### config.mk
export PLATFORM = sky130hd
export DESIGN_NAME = two_line_lcd_marquee
export DESIGN_NICKNAME = d
export VERILOG_FILES = /design/src/hw/rtl/lcdmq_pkg.sv /design/src/hw/rtl/two_line_lcd_marquee.sv /design/src/hw/rtl/lcdmq_ram.sv /design/src/hw/rtl/lcdmq_jobq.sv /design/src/hw/rtl/lcdmq_front.sv /design/src/hw/rtl/lcdmq_back.sv
export VERILOG_INCLUDE_DIRS = /design/src /design/src/hw/rtl
export SDC_FILE = /design/constraint.sdc
export NUM_CORES = 2
export LEC_CHECK = 0
export BUFFER_PORTS_ARGS = -buffer_cell sky130_fd_sc_hd__buf_2
export CORE_ASPECT_RATIO = 1.5
export CORE_UTILIZATION = 45
export DETAILED_ROUTE_END_ITERATION = 10
export PLACE_DENSITY = 0.65
export SYNTH_ARGS = -nofsm -noshare
export SYNTH_HDL_FRONTEND = slang
export SYNTH_SLANG_ARGS = --single-unit
### constraint.sdc
create_clock -name clk -period 9 [get_ports clk]
set_input_delay 1.8 -clock clk [delete_from_list [all_inputs] [get_ports clk]]
set_output_delay 1.8 -clock clk [all_outputs]
set_load 0.02 [all_outputs]
### src/hw/rtl/two_line_lcd_marquee_macros.svh
// Assertion helpers shared by the marquee RTL.
`ifndef TWO_LINE_LCD_MARQUEE_MACROS_SVH
`define TWO_LINE_LCD_MARQUEE_MACROS_SVH

// Same-cycle implication, checked outside reset.
`define LCDMQ_ASSERT_IMPL(lbl, clk, rst_n, ante, cons, msg) \
  lbl: assert property (@(posedge clk) disable iff (!rst_n) (ante) |-> (cons)) \
    else $error(msg);

// Next-cycle implication, checked outside reset.
`define LCDMQ_ASSERT_NEXT(lbl, clk, rst_n, ante, cons, msg) \
  lbl: assert property (@(posedge clk) disable iff (!rst_n) (ante) |=> (cons)) \
    else $error(msg);

`endif

### src/hw/rtl/lcdmq_pkg.sv
`timescale 1ns / 1ps
package lcdmq_pkg;

  // Lengths and offsets: a 7-bit length register clipped to the store never exceeds 127.
  localparam int LEN_W      = 7;
  localparam int WRAP_W     = 32;
  localparam int CFG_IDX_W  = 2;
  localparam int CFG_DATA_W = 7;
  localparam int MODE_W     = 3;

  localparam logic [1:0] OP_LOAD  = 2'd0;
  localparam logic [1:0] OP_START = 2'd1;
  localparam logic [1:0] OP_TICK  = 2'd2;
  localparam logic [1:0] OP_STOP  = 2'd3;

  localparam logic [CFG_IDX_W-1:0] REG_SCROLL_MODE     = 2'd0;
  localparam logic [CFG_IDX_W-1:0] REG_LINE_ONE_LENGTH = 2'd1;
  localparam logic [CFG_IDX_W-1:0] REG_LINE_TWO_LENGTH = 2'd2;

  localparam logic [MODE_W-1:0] MODE_FIXED       = 3'd1;
  localparam logic [MODE_W-1:0] MODE_SCROLL_ONE  = 3'd2;
  localparam logic [MODE_W-1:0] MODE_SCROLL_TWO  = 3'd3;
  localparam logic [MODE_W-1:0] MODE_SCROLL_BOTH = 3'd4;

  localparam logic [7:0] CMD_CLEAR   = 8'h01;
  localparam logic [7:0] CMD_ROW_ONE = 8'h80;
  localparam logic [7:0] CMD_ROW_TWO = 8'h80 | 8'h40;
  localparam logic [7:0] SPACE_CHAR  = 8'h20;

  typedef enum logic [1:0] {
    JOB_START,
    JOB_TICK,
    JOB_ERROR
  } job_kind_t;

  typedef struct packed {
    job_kind_t         kind;
    logic              first_line;
    logic [LEN_W-1:0]  off_one;
    logic [LEN_W-1:0]  off_two;
    logic [LEN_W-1:0]  len_one;
    logic [LEN_W-1:0]  len_two;
    logic [WRAP_W-1:0] wrap;
  } job_t;

  typedef struct packed {
    logic q_full;
    logic drained;
  } fe_stat_t;

  typedef enum logic [2:0] {
    BK_IDLE,
    BK_ERROR,
    BK_CLEAR,
    BK_HOME,
    BK_ROW,
    BK_TEXT
  } bk_state_t;

endpackage

### src/hw/rtl/two_line_lcd_marquee.sv
`timescale 1ns / 1ps
// Two-line LCD marquee: load text with opcode 0, then a start beat emits clear, home and both
// rows (36 bytes); each tick beat emits a row command and 16 characters per row (34 bytes),
// scrolled per scroll_mode, or a single not_started beat when not running. The byte sequencer
// emits one beat per clock unless the output byte waits untaken; it first fetches the job,
// then emits its bytes, and a two-deep job queue lets the next beats be classified meanwhile.
// A load waits until every earlier draw has finished reading the text store.
module two_line_lcd_marquee #(
  parameter int MAX_TEXT_LENGTH = 64,
  parameter int DISPLAY_COLUMNS = 16
) (
  input  logic                             clk,
  input  logic                             rst_n,
  input  logic                             in_push,
  output logic                             in_full,
  input  logic [1:0]                       in_opcode,
  input  logic                             in_line_select,
  input  logic [5:0]                       in_char_position,
  input  logic [7:0]                       in_char_code,
  output logic                             out_empty,
  input  logic                             out_pop,
  output logic                             out_is_data,
  output logic [7:0]                       out_lcd_byte,
  output logic [31:0]                      out_wrap_count,
  output logic                             out_not_started,
  output logic                             out_last,
  input  logic                             cfg_we,
  input  logic [lcdmq_pkg::CFG_IDX_W-1:0]  cfg_index,
  input  logic [lcdmq_pkg::CFG_DATA_W-1:0] cfg_wdata
);
  import lcdmq_pkg::*;

  localparam int AW = $clog2(MAX_TEXT_LENGTH);

  fe_stat_t        stat;
  logic            job_push;
  job_t            job_wr;
  job_t            job_head;
  logic            job_pop;
  logic            q_full;
  logic            q_empty;
  logic            bk_idle;
  logic [1:0]      ram_we;
  logic [AW-1:0]   ram_waddr;
  logic [7:0]      ram_wdata;
  logic [1:0]      rd_en;
  logic [AW-1:0]   rd_addr;
  logic [7:0]      rd_data_one;
  logic [7:0]      rd_data_two;

  assign stat.q_full  = q_full;
  assign stat.drained = bk_idle && q_empty;

  lcdmq_front #(
    .MAX_TEXT_LENGTH(MAX_TEXT_LENGTH)
  ) u_front (
    .clk             (clk),
    .rst_n           (rst_n),
    .in_push         (in_push),
    .in_full         (in_full),
    .in_opcode       (in_opcode),
    .in_line_select  (in_line_select),
    .in_char_position(in_char_position),
    .in_char_code    (in_char_code),
    .cfg_we          (cfg_we),
    .cfg_index       (cfg_index),
    .cfg_wdata       (cfg_wdata),
    .stat            (stat),
    .job_push        (job_push),
    .job             (job_wr),
    .ram_we          (ram_we),
    .ram_waddr       (ram_waddr),
    .ram_wdata       (ram_wdata)
  );

  lcdmq_jobq u_jobq (
    .clk     (clk),
    .rst_n   (rst_n),
    .push    (job_push),
    .push_job(job_wr),
    .pop     (job_pop),
    .head_job(job_head),
    .full    (q_full),
    .empty   (q_empty)
  );

  lcdmq_ram #(
    .WIDTH(8),
    .DEPTH(MAX_TEXT_LENGTH)
  ) u_line_one (
    .clk  (clk),
    .we   (ram_we[0]),
    .waddr(ram_waddr),
    .wdata(ram_wdata),
    .re   (rd_en[0]),
    .raddr(rd_addr),
    .rdata(rd_data_one)
  );

  lcdmq_ram #(
    .WIDTH(8),
    .DEPTH(MAX_TEXT_LENGTH)
  ) u_line_two (
    .clk  (clk),
    .we   (ram_we[1]),
    .waddr(ram_waddr),
    .wdata(ram_wdata),
    .re   (rd_en[1]),
    .raddr(rd_addr),
    .rdata(rd_data_two)
  );

  lcdmq_back #(
    .MAX_TEXT_LENGTH(MAX_TEXT_LENGTH),
    .DISPLAY_COLUMNS(DISPLAY_COLUMNS)
  ) u_back (
    .clk            (clk),
    .rst_n          (rst_n),
    .job_in         (job_head),
    .job_empty      (q_empty),
    .job_pop        (job_pop),
    .idle           (bk_idle),
    .rd_en          (rd_en),
    .rd_addr        (rd_addr),
    .rd_data_one    (rd_data_one),
    .rd_data_two    (rd_data_two),
    .out_empty      (out_empty),
    .out_pop        (out_pop),
    .out_is_data    (out_is_data),
    .out_lcd_byte   (out_lcd_byte),
    .out_wrap_count (out_wrap_count),
    .out_not_started(out_not_started),
    .out_last       (out_last)
  );

endmodule

### src/hw/rtl/lcdmq_ram.sv
`timescale 1ns / 1ps
module lcdmq_ram #(
  parameter int WIDTH = 8,
  parameter int DEPTH = 64
) (
  input  logic                     clk,
  input  logic                     we,
  input  logic [$clog2(DEPTH)-1:0] waddr,
  input  logic [WIDTH-1:0]         wdata,
  input  logic                     re,
  input  logic [$clog2(DEPTH)-1:0] raddr,
  output logic [WIDTH-1:0]         rdata
);

  logic [WIDTH-1:0] mem [DEPTH];
  logic [WIDTH-1:0] rdata_r;

  always_ff @(posedge clk) begin
    if (we) begin
      mem[waddr] <= wdata;
    end
    if (re) begin
      rdata_r <= mem[raddr];
    end
  end

  assign rdata = rdata_r;

endmodule

### src/hw/rtl/lcdmq_jobq.sv
`timescale 1ns / 1ps
module lcdmq_jobq (
  input  logic              clk,
  input  logic              rst_n,
  input  logic              push,
  input  lcdmq_pkg::job_t   push_job,
  input  logic              pop,
  output lcdmq_pkg::job_t   head_job,
  output logic              full,
  output logic              empty
);
  import lcdmq_pkg::*;

  job_t       slot_r [2];
  logic       wp_r, wp_nxt;
  logic       rp_r, rp_nxt;
  logic [1:0] cnt_r, cnt_nxt;

  assign full     = (cnt_r == 2'd2);
  assign empty    = (cnt_r == 2'd0);
  assign head_job = slot_r[rp_r];

  always_comb begin
    wp_nxt  = wp_r;
    rp_nxt  = rp_r;
    cnt_nxt = cnt_r;
    if (push && !full) begin
      wp_nxt = ~wp_r;
    end
    if (pop && !empty) begin
      rp_nxt = ~rp_r;
    end
    if ((push && !full) && !(pop && !empty)) begin
      cnt_nxt = cnt_r + 2'd1;
    end else if (!(push && !full) && (pop && !empty)) begin
      cnt_nxt = cnt_r - 2'd1;
    end
  end

  always_ff @(posedge clk) begin
    if (!rst_n) begin
      wp_r  <= 1'b0;
      rp_r  <= 1'b0;
      cnt_r <= 2'd0;
    end else begin
      wp_r  <= wp_nxt;
      rp_r  <= rp_nxt;
      cnt_r <= cnt_nxt;
    end
  end

  always_ff @(posedge clk) begin
    if (push && !full) begin
      slot_r[wp_r] <= push_job;
    end
  end

endmodule

### src/hw/rtl/lcdmq_front.sv
`timescale 1ns / 1ps
`include "two_line_lcd_marquee_macros.svh"
module lcdmq_front #(
  parameter int MAX_TEXT_LENGTH = 64
) (
  input  logic                               clk,
  input  logic                               rst_n,
  input  logic                               in_push,
  output logic                               in_full,
  input  logic [1:0]                         in_opcode,
  input  logic                               in_line_select,
  input  logic [5:0]                         in_char_position,
  input  logic [7:0]                         in_char_code,
  input  logic                               cfg_we,
  input  logic [lcdmq_pkg::CFG_IDX_W-1:0]    cfg_index,
  input  logic [lcdmq_pkg::CFG_DATA_W-1:0]   cfg_wdata,
  input  lcdmq_pkg::fe_stat_t                stat,
  output logic                               job_push,
  output lcdmq_pkg::job_t                    job,
  output logic [1:0]                         ram_we,
  output logic [$clog2(MAX_TEXT_LENGTH)-1:0] ram_waddr,
  output logic [7:0]                         ram_wdata
);
  import lcdmq_pkg::*;

  localparam int AW = $clog2(MAX_TEXT_LENGTH);

  // Holding register for the accepted beat.
  logic        hold_valid_r, hold_valid_nxt;
  logic [1:0]  hold_op_r;
  logic        hold_line_r;
  logic [5:0]  hold_pos_r;
  logic [7:0]  hold_code_r;

  logic [MODE_W-1:0] mode_r, mode_nxt;
  logic [LEN_W-1:0]  len1_r, len1_nxt;
  logic [LEN_W-1:0]  len2_r, len2_nxt;

  logic              running_r, running_nxt;
  logic [LEN_W-1:0]  off1_r, off1_nxt;
  logic [LEN_W-1:0]  off2_r, off2_nxt;
  logic [WRAP_W-1:0] loop_r, loop_nxt;

  logic              accept;
  logic              done;
  logic [LEN_W-1:0]  len1_c, len2_c;
  logic [LEN_W:0]    inc1, inc2;
  logic              wrap1, wrap2;
  logic [LEN_W-1:0]  adv1, adv2;

  assign len1_c = (32'(len1_r) > MAX_TEXT_LENGTH) ? LEN_W'(MAX_TEXT_LENGTH) : len1_r;
  assign len2_c = (32'(len2_r) > MAX_TEXT_LENGTH) ? LEN_W'(MAX_TEXT_LENGTH) : len2_r;

  // An offset runs from zero up to the length inclusive, then wraps.
  assign inc1  = {1'b0, off1_r} + {{LEN_W{1'b0}}, 1'b1};
  assign inc2  = {1'b0, off2_r} + {{LEN_W{1'b0}}, 1'b1};
  assign wrap1 = inc1 > {1'b0, len1_c};
  assign wrap2 = inc2 > {1'b0, len2_c};
  assign adv1  = wrap1 ? '0 : inc1[LEN_W-1:0];
  assign adv2  = wrap2 ? '0 : inc2[LEN_W-1:0];

  assign ram_waddr = AW'(hold_pos_r);
  assign ram_wdata = hold_code_r;

  always_comb begin
    done        = 1'b0;
    job_push    = 1'b0;
    ram_we      = 2'b00;
    running_nxt = running_r;
    off1_nxt    = off1_r;
    off2_nxt    = off2_r;
    loop_nxt    = loop_r;
    job.kind       = JOB_TICK;
    job.first_line = 1'b0;
    job.off_one    = '0;
    job.off_two    = '0;
    job.len_one    = len1_c;
    job.len_two    = len2_c;
    job.wrap       = loop_r;
    if (hold_valid_r) begin
      case (hold_op_r)
        OP_LOAD: begin
          // Text writes wait until every earlier draw has read the store.
          done = stat.drained;
          if (stat.drained && (32'(hold_pos_r) < MAX_TEXT_LENGTH)) begin
            ram_we[hold_line_r] = 1'b1;
          end
        end
        OP_STOP: begin
          done        = 1'b1;
          running_nxt = 1'b0;
        end
        OP_START: begin
          done     = !stat.q_full;
          job_push = !stat.q_full;
          job.kind = JOB_START;
          job.wrap = '0;
          if (!stat.q_full) begin
            running_nxt = 1'b1;
            off1_nxt    = '0;
            off2_nxt    = '0;
            loop_nxt    = '0;
          end
        end
        OP_TICK: begin
          if (!running_r) begin
            done     = !stat.q_full;
            job_push = !stat.q_full;
            job.kind = JOB_ERROR;
          end else if (mode_r == MODE_FIXED) begin
            done     = !stat.q_full;
            job_push = !stat.q_full;
          end else if (mode_r == MODE_SCROLL_ONE) begin
            done        = !stat.q_full;
            job_push    = !stat.q_full;
            job.off_one = adv1;
            job.wrap    = loop_r + WRAP_W'(wrap1);
            if (!stat.q_full) begin
              off1_nxt = adv1;
              loop_nxt = loop_r + WRAP_W'(wrap1);
            end
          end else if (mode_r == MODE_SCROLL_TWO) begin
            done           = !stat.q_full;
            job_push       = !stat.q_full;
            job.first_line = 1'b1;
            job.off_two    = adv2;
            job.wrap       = loop_r + WRAP_W'(wrap2);
            if (!stat.q_full) begin
              off2_nxt = adv2;
              loop_nxt = loop_r + WRAP_W'(wrap2);
            end
          end else if (mode_r == MODE_SCROLL_BOTH) begin
            done        = !stat.q_full;
            job_push    = !stat.q_full;
            job.off_one = adv1;
            job.off_two = adv2;
            job.wrap    = loop_r + WRAP_W'(wrap1) + WRAP_W'(wrap2);
            if (!stat.q_full) begin
              off1_nxt = adv1;
              off2_nxt = adv2;
              loop_nxt = loop_r + WRAP_W'(wrap1) + WRAP_W'(wrap2);
            end
          end else begin
            // Unknown scroll mode: the tick is dropped without a trace.
            done = 1'b1;
          end
        end
        default: begin
          done = 1'b1;
        end
      endcase
    end
  end

  assign in_full = hold_valid_r && !done;
  assign accept  = in_push && !in_full;

  always_comb begin
    hold_valid_nxt = hold_valid_r;
    if (accept) begin
      hold_valid_nxt = 1'b1;
    end else if (done) begin
      hold_valid_nxt = 1'b0;
    end
  end

  always_comb begin
    mode_nxt = mode_r;
    len1_nxt = len1_r;
    len2_nxt = len2_r;
    if (cfg_we) begin
      case (cfg_index)
        REG_SCROLL_MODE:     mode_nxt = cfg_wdata[MODE_W-1:0];
        REG_LINE_ONE_LENGTH: len1_nxt = cfg_wdata;
        REG_LINE_TWO_LENGTH: len2_nxt = cfg_wdata;
        default: begin
        end
      endcase
    end
  end

  always_ff @(posedge clk) begin
    if (!rst_n) begin
      hold_valid_r <= 1'b0;
      mode_r       <= MODE_FIXED;
      len1_r       <= '0;
      len2_r       <= '0;
      running_r    <= 1'b0;
      off1_r       <= '0;
      off2_r       <= '0;
      loop_r       <= '0;
    end else begin
      hold_valid_r <= hold_valid_nxt;
      mode_r       <= mode_nxt;
      len1_r       <= len1_nxt;
      len2_r       <= len2_nxt;
      running_r    <= running_nxt;
      off1_r       <= off1_nxt;
      off2_r       <= off2_nxt;
      loop_r       <= loop_nxt;
    end
  end

  always_ff @(posedge clk) begin
    if (accept) begin
      hold_op_r   <= in_opcode;
      hold_line_r <= in_line_select;
      hold_pos_r  <= in_char_position;
      hold_code_r <= in_char_code;
    end
  end

  `LCDMQ_ASSERT_IMPL(a_load_drained, clk, rst_n, |ram_we, stat.drained,
                     "text store written while a draw is still pending")
  `LCDMQ_ASSERT_IMPL(a_push_room, clk, rst_n, job_push, !stat.q_full,
                     "job pushed into a full queue")

endmodule

### src/hw/rtl/lcdmq_back.sv
`timescale 1ns / 1ps
`include "two_line_lcd_marquee_macros.svh"
module lcdmq_back #(
  parameter int MAX_TEXT_LENGTH = 64,
  parameter int DISPLAY_COLUMNS = 16
) (
  input  logic                               clk,
  input  logic                               rst_n,
  input  lcdmq_pkg::job_t                    job_in,
  input  logic                               job_empty,
  output logic                               job_pop,
  output logic                               idle,
  output logic [1:0]                         rd_en,
  output logic [$clog2(MAX_TEXT_LENGTH)-1:0] rd_addr,
  input  logic [7:0]                         rd_data_one,
  input  logic [7:0]                         rd_data_two,
  output logic                               out_empty,
  input  logic                               out_pop,
  output logic                               out_is_data,
  output logic [7:0]                         out_lcd_byte,
  output logic [31:0]                        out_wrap_count,
  output logic                               out_not_started,
  output logic                               out_last
);
  import lcdmq_pkg::*;

  localparam int AW = $clog2(MAX_TEXT_LENGTH);
  localparam int CW = $clog2(DISPLAY_COLUMNS);
  localparam int SW = ((CW > LEN_W) ? CW : LEN_W) + 1;

  bk_state_t       state_r, state_nxt;
  logic            half_r, half_nxt;
  logic [CW-1:0]   col_r, col_nxt;
  job_t            job_r, job_nxt;

  logic            ov_r;
  logic            o_is_data_r;
  logic [7:0]      o_byte_r;
  logic            o_from_ram_r;
  logic            o_line_r;
  logic [WRAP_W-1:0] o_wrap_r;
  logic            o_ns_r;
  logic            o_last_r;

  logic            step;
  logic            cur_line;
  logic [LEN_W-1:0] cur_len;
  logic [LEN_W-1:0] cur_off;
  logic            col_last;
  logic            in_text;
  logic [SW-1:0]   sum;
  logic [SW-1:0]   idx;

  logic            emit;
  logic            e_is_data;
  logic [7:0]      e_byte;
  logic            e_from_ram;
  logic            e_ns;
  logic            e_last;

  // The output register moves whenever it is empty or being taken.
  assign step     = !ov_r || out_pop;
  assign idle     = (state_r == BK_IDLE);
  assign cur_line = job_r.first_line ^ half_r;
  assign cur_len  = cur_line ? job_r.len_two : job_r.len_one;
  assign cur_off  = cur_line ? job_r.off_two : job_r.off_one;
  assign col_last = (col_r == CW'(DISPLAY_COLUMNS - 1));
  assign in_text  = SW'(col_r) < SW'(cur_len);

  // Column plus offset stays below twice the length, so one subtract wraps it.
  assign sum     = SW'(col_r) + SW'(cur_off);
  assign idx     = (sum >= SW'(cur_len)) ? (sum - SW'(cur_len)) : sum;
  assign rd_addr = AW'(idx);

  always_comb begin
    state_nxt = state_r;
    half_nxt  = half_r;
    col_nxt   = col_r;
    job_nxt   = job_r;
    job_pop   = 1'b0;
    case (state_r)
      BK_IDLE: begin
        if (!job_empty) begin
          job_pop  = 1'b1;
          job_nxt  = job_in;
          half_nxt = 1'b0;
          col_nxt  = '0;
          case (job_in.kind)
            JOB_ERROR: state_nxt = BK_ERROR;
            JOB_START: state_nxt = BK_CLEAR;
            default:   state_nxt = BK_ROW;
          endcase
        end
      end
      BK_ERROR: begin
        if (step) begin
          state_nxt = BK_IDLE;
        end
      end
      BK_CLEAR: begin
        if (step) begin
          state_nxt = BK_HOME;
        end
      end
      BK_HOME: begin
        if (step) begin
          state_nxt = BK_ROW;
        end
      end
      BK_ROW: begin
        if (step) begin
          state_nxt = BK_TEXT;
          col_nxt   = '0;
        end
      end
      BK_TEXT: begin
        if (step) begin
          if (col_last) begin
            if (half_r) begin
              state_nxt = BK_IDLE;
            end else begin
              half_nxt  = 1'b1;
              state_nxt = BK_ROW;
            end
          end else begin
            col_nxt = col_r + CW'(1);
          end
        end
      end
      default: begin
        state_nxt = BK_IDLE;
      end
    endcase
  end

  always_comb begin
    emit       = 1'b0;
    e_is_data  = 1'b0;
    e_byte     = 8'h00;
    e_from_ram = 1'b0;
    e_ns       = 1'b0;
    e_last     = 1'b0;
    rd_en      = 2'b00;
    case (state_r)
      BK_ERROR: begin
        emit   = 1'b1;
        e_ns   = 1'b1;
        e_last = 1'b1;
      end
      BK_CLEAR: begin
        emit   = 1'b1;
        e_byte = CMD_CLEAR;
      end
      BK_HOME: begin
        emit   = 1'b1;
        e_byte = CMD_ROW_ONE;
      end
      BK_ROW: begin
        emit   = 1'b1;
        e_byte = cur_line ? CMD_ROW_TWO : CMD_ROW_ONE;
      end
      BK_TEXT: begin
        emit      = 1'b1;
        e_is_data = 1'b1;
        e_last    = half_r && col_last;
        if (in_text) begin
          e_from_ram      = 1'b1;
          rd_en[cur_line] = step;
        end else begin
          e_byte = SPACE_CHAR;
        end
      end
      default: begin
      end
    endcase
  end

  always_ff @(posedge clk) begin
    if (!rst_n) begin
      state_r <= BK_IDLE;
      half_r  <= 1'b0;
      col_r   <= '0;
      ov_r    <= 1'b0;
    end else begin
      state_r <= state_nxt;
      half_r  <= half_nxt;
      col_r   <= col_nxt;
      if (step) begin
        ov_r <= emit;
      end
    end
  end

  always_ff @(posedge clk) begin
    job_r <= job_nxt;
    if (step) begin
      o_is_data_r  <= e_is_data;
      o_byte_r     <= e_byte;
      o_from_ram_r <= e_from_ram;
      o_line_r     <= cur_line;
      o_wrap_r     <= job_r.wrap;
      o_ns_r       <= e_ns;
      o_last_r     <= e_last;
    end
  end

  assign out_empty       = !ov_r;
  assign out_is_data     = o_is_data_r;
  assign out_lcd_byte    = o_from_ram_r ? (o_line_r ? rd_data_two : rd_data_one) : o_byte_r;
  assign out_wrap_count  = o_wrap_r;
  assign out_not_started = o_ns_r;
  assign out_last        = o_last_r;

  `LCDMQ_ASSERT_IMPL(a_read_in_text, clk, rst_n, |rd_en, state_r == BK_TEXT,
                     "text store read outside a text run")
  `LCDMQ_ASSERT_IMPL(a_pop_when_idle, clk, rst_n, job_pop,
                     state_r == BK_IDLE && !job_empty, "job taken while busy")
  `LCDMQ_ASSERT_NEXT(a_last_ends_run, clk, rst_n, step && emit && e_last,
                     state_r == BK_IDLE, "run continues past its last beat")

endmodule
==> flow_metrics.env <==
export IMPL_drv_cap=0
export IMPL_io_pins=76
export IMPL_rsz0062_at_grt="false"
export IMPL_antenna_found_initial=2
export IMPL_dp_worst_setup_slack_ns=1.49
export IMPL_timing_hold_violations_final=0
export IMPL_totalWireLength_mm=165
export IMPL_gp_congestion=0.957
export IMPL_tightest_slew_ns=1.28
export IMPL_setup_slack_ns=1.38
export IMPL_yosysWarnings=0
export IMPL_cts_inserted_buffers=133
export IMPL_insertion_delay_ns=0.78
export IMPL_synth_cell_types=90
export IMPL_crit_type="register to register"
export IMPL_grt_first_pass_wirelength_mm=242
export IMPL_drc=0
export IMPL_synth_seq_cells=1364
export IMPL_synth_edf_count=1285
export IMPL_wl_per_cell_um=26.6
export IMPL_track_usage_pct=25.1
export IMPL_synthCells=4371
export IMPL_fp_dieH_um=442
export IMPL_ys_seq_area_share_pct=69.1
export IMPL_port_buffers=75
export IMPL_finClkSkew_ns=0.0401
export IMPL_finalCriticalPeriod_ns=7.62
export IMPL_max_freq_mhz=131
export IMPL_cts_sinks=1364
export IMPL_die_area_mm2=0.131
export IMPL_tns_ns=0
export IMPL_synth_ff_type="edfxtp_1"
export IMPL_cts_max_level=4
export IMPL_clock_path_buffers=3
export IMPL_avgSynthCellArea_um2=13.3
export IMPL_nFillCells=10900
export IMPL_syn_num_nets=4447
export IMPL_startpoint_type="register"
export IMPL_cts_root_buf="clkbuf_16"
export IMPL_num_vias=37700
export IMPL_clk_pin_slew_worst_paths_ns=0.07
export IMPL_slew_headroom_pct=13.9
export IMPL_die_w_um=295
export IMPL_first_global_vias=37100
export IMPL_rrSetupSlack_ns=1.38
export IMPL_critical_path_endpoint_type="register"
export IMPL_cts_tree="done"
export IMPL_overflow=0
export IMPL_cts_hold_buffers=0
export IMPL_via_per_inst=6.08
export IMPL_path_max_fanout=32
export IMPL_grt_max_degree=97
export IMPL_drive_gt1_share_pct=11.3
export IMPL_min_path_type="register to register"
export IMPL_arrival_ns=8.17
export IMPL_syn_area_mm2=0.0581
export IMPL_num_rows=161
export IMPL_synth_async_reset_ratio_pct=0
export IMPL_timing_final_crit_share_pct=84.7
export IMPL_cts_resized=0
export IMPL_post_cts_repair_setup_buffers=0
export IMPL_antenna_left=0
export IMPL_drt_pass1_iterations=6
export IMPL_synthToLayoutAreaGrowth_pct=11.1
export IMPL_initial_core_util_pct=45.3
export IMPL_slew_violations=0
export IMPL_drtIter0Drc=3973
export IMPL_status="complete, no violations"
export IMPL_coreArea_mm2=0.128
export IMPL_worstPathRequired_ns=9.55
export IMPL_final_nets=4465
export IMPL_hpwl_mm=106
export IMPL_finalSetupViolations=0
==> critical path, cell delays in order, from the launching register on <==
cell       delay [ns]
edfxtp_1         0.45
xnor2_4          0.50
inv_2            0.20
nand2_1          0.11
nand2_1          0.06
ha_1             0.33
o21ai_0          0.12
o21ba_2          0.26
nor3_1           0.40
nor2_1           0.09
ha_1             0.36
a21oi_1          0.18
nand2_1          0.09
o211a_1          0.30
nor3_2           0.47
buf_4            0.26
buf_4            0.25
mux2_2           0.69
buf_4            0.39
a31o_2           0.30
a2111oi_0        0.88
buf_4            0.23
a311oi_1         0.07
a2111oi_0        0.35
==> flip-flops by register name, summed over array words and instances, names as in the netlist, 3 cells and up, named ones only <==
register / count
u_front.len2_r: 7
u_front.ram_wdata: 8
u_front.len1_r: 7
u_back.state_r: 3
u_front.ram_waddr: 6
u_back.out_wrap_count: 32
u_front.loop_r: 32
u_back.col_r: 4
u_line_two.rdata: 8
u_front.off1_r: 7
u_front.off2_r: 7
u_jobq.slot_r: 126
u_line_one.mem: 512
u_line_one.rdata: 8
u_back.job_r: 61
u_front.mode_r: 3
u_line_two.mem: 512
u_back.o_byte_r: 4
==> cells in the mapped netlist, types with 20 or more instances <==
master / instances / area, um^2
a2111oi_0: 36 / 315
a211oi_1: 167 / 1250
a21oi_1: 244 / 1220
a221oi_1: 67 / 587
a22oi_1: 27 / 203
a311oi_1: 22 / 193
a31oi_1: 73 / 457
and3_1: 99 / 619
buf_1: 23 / 86.3
buf_2: 56 / 280
clkbuf_1: 203 / 762
dfxtp_1: 79 / 1580
edfxtp_1: 1285 / 38600
ha_1: 43 / 538
inv_1: 47 / 176
mux2_2: 69 / 777
mux2i_1: 191 / 1910
nand2_1: 565 / 2120
nand3_1: 124 / 621
nand4_1: 35 / 219
nor2_1: 287 / 1080
nor2b_1: 25 / 156
nor3_1: 38 / 190
o211ai_1: 43 / 323
o21ai_0: 129 / 646
o31ai_1: 20 / 150
xnor2_1: 41 / 359
xor2_1: 38 / 333
==> metal layers <==
layer,wire length [um],vias to the layer above,global-route usage (%)
li1,-,16800,-
met1,60100,18800,29.8
met2,83800,1652,43.3
met3,10700,446,3.44
met4,10300,2,15.0
met5,12,-,0
==> logic make-up (layout without fill, tap and decap cells) <==
logic type | after synthesis | after routing | share of synthesized area [%]
DFF | 1364 | 1364 | 69.1
and+or+nand+nor | 1306 | 1306 | 10.3
AOI/OAI and AO/OA | 974 | 974 | 11.3
buffers and inverters | 340 | 458 | 2.38
muxes | 261 | 261 | 4.65
xor gates and xnor gates | 81 | 81 | 1.27
adders and majority gates | 45 | 45 | 0.995
other | 0 | 1 | 0
==> worst paths after layout <==
path	to	from	cells after the start
worst min-delay path	u_back.out_wrap_count[27]	u_back.job_r[27]	0
worst max register to register	u_line_two.rdata[4]	u_back.job_r[60]	23
worst max-delay path	u_line_two.rdata[4]	u_back.job_r[60]	23
worst min register to register	u_back.out_wrap_count[27]	u_back.job_r[27]	0
==> layout make-up <==
type                       count  area, um^2  share of cell area [%]
antenna                        1        2.50                 0.00387
clock buffer                 168        3590                    5.55
clock inverter                67         603                   0.934
inverter                      50         188                   0.291
multi-input combinational   2667       16700                    25.9
sequential                  1364       40200                    62.2
tap                         1711        2140                    3.32
timing repair buffer         173        1160                    1.80
==> metrics by stage <==
step                utilization (%)  instance area (um^2)  cells  hold WS (ns)
floorplan                         -                 58100   4371         0.400
global placement               47.1                 60400   5965         0.406
detailed placement             47.1                 60400   5965         0.405
CTS                            50.3                 64600   6200         0.421
global route                   50.3                 64600   6200         0.421
finish                         50.3                 64600   6201         0.417
==> cells in the final DEF, fill, tap and decap left out, types with 23 or more instances in the layout <==
master     count
a2111oi_0     35
a211oi_1     167
a21oi_1      243
a221oi_1      67
a22oi_1       27
a31oi_1       73
and3_1        99
buf_2         75
buf_4         94
clkbuf_1      28
clkbuf_16    138
clkinv_1      29
dfxtp_1       77
edfxtp_1    1285
ha_1          43
inv_1         46
mux2_2        69
mux2i_1      188
nand2_1      562
nand3_1      122
nand4_1       35
nor2_1       284
nor2b_1       23
nor3_1        37
o211ai_1      43
o21ai_0      128
xnor2_1       41
xor2_1        38
Power is left out: the tool's default activity adds up to more than one toggle a clock period on the data nets, which glitch-free logic cannot reach.
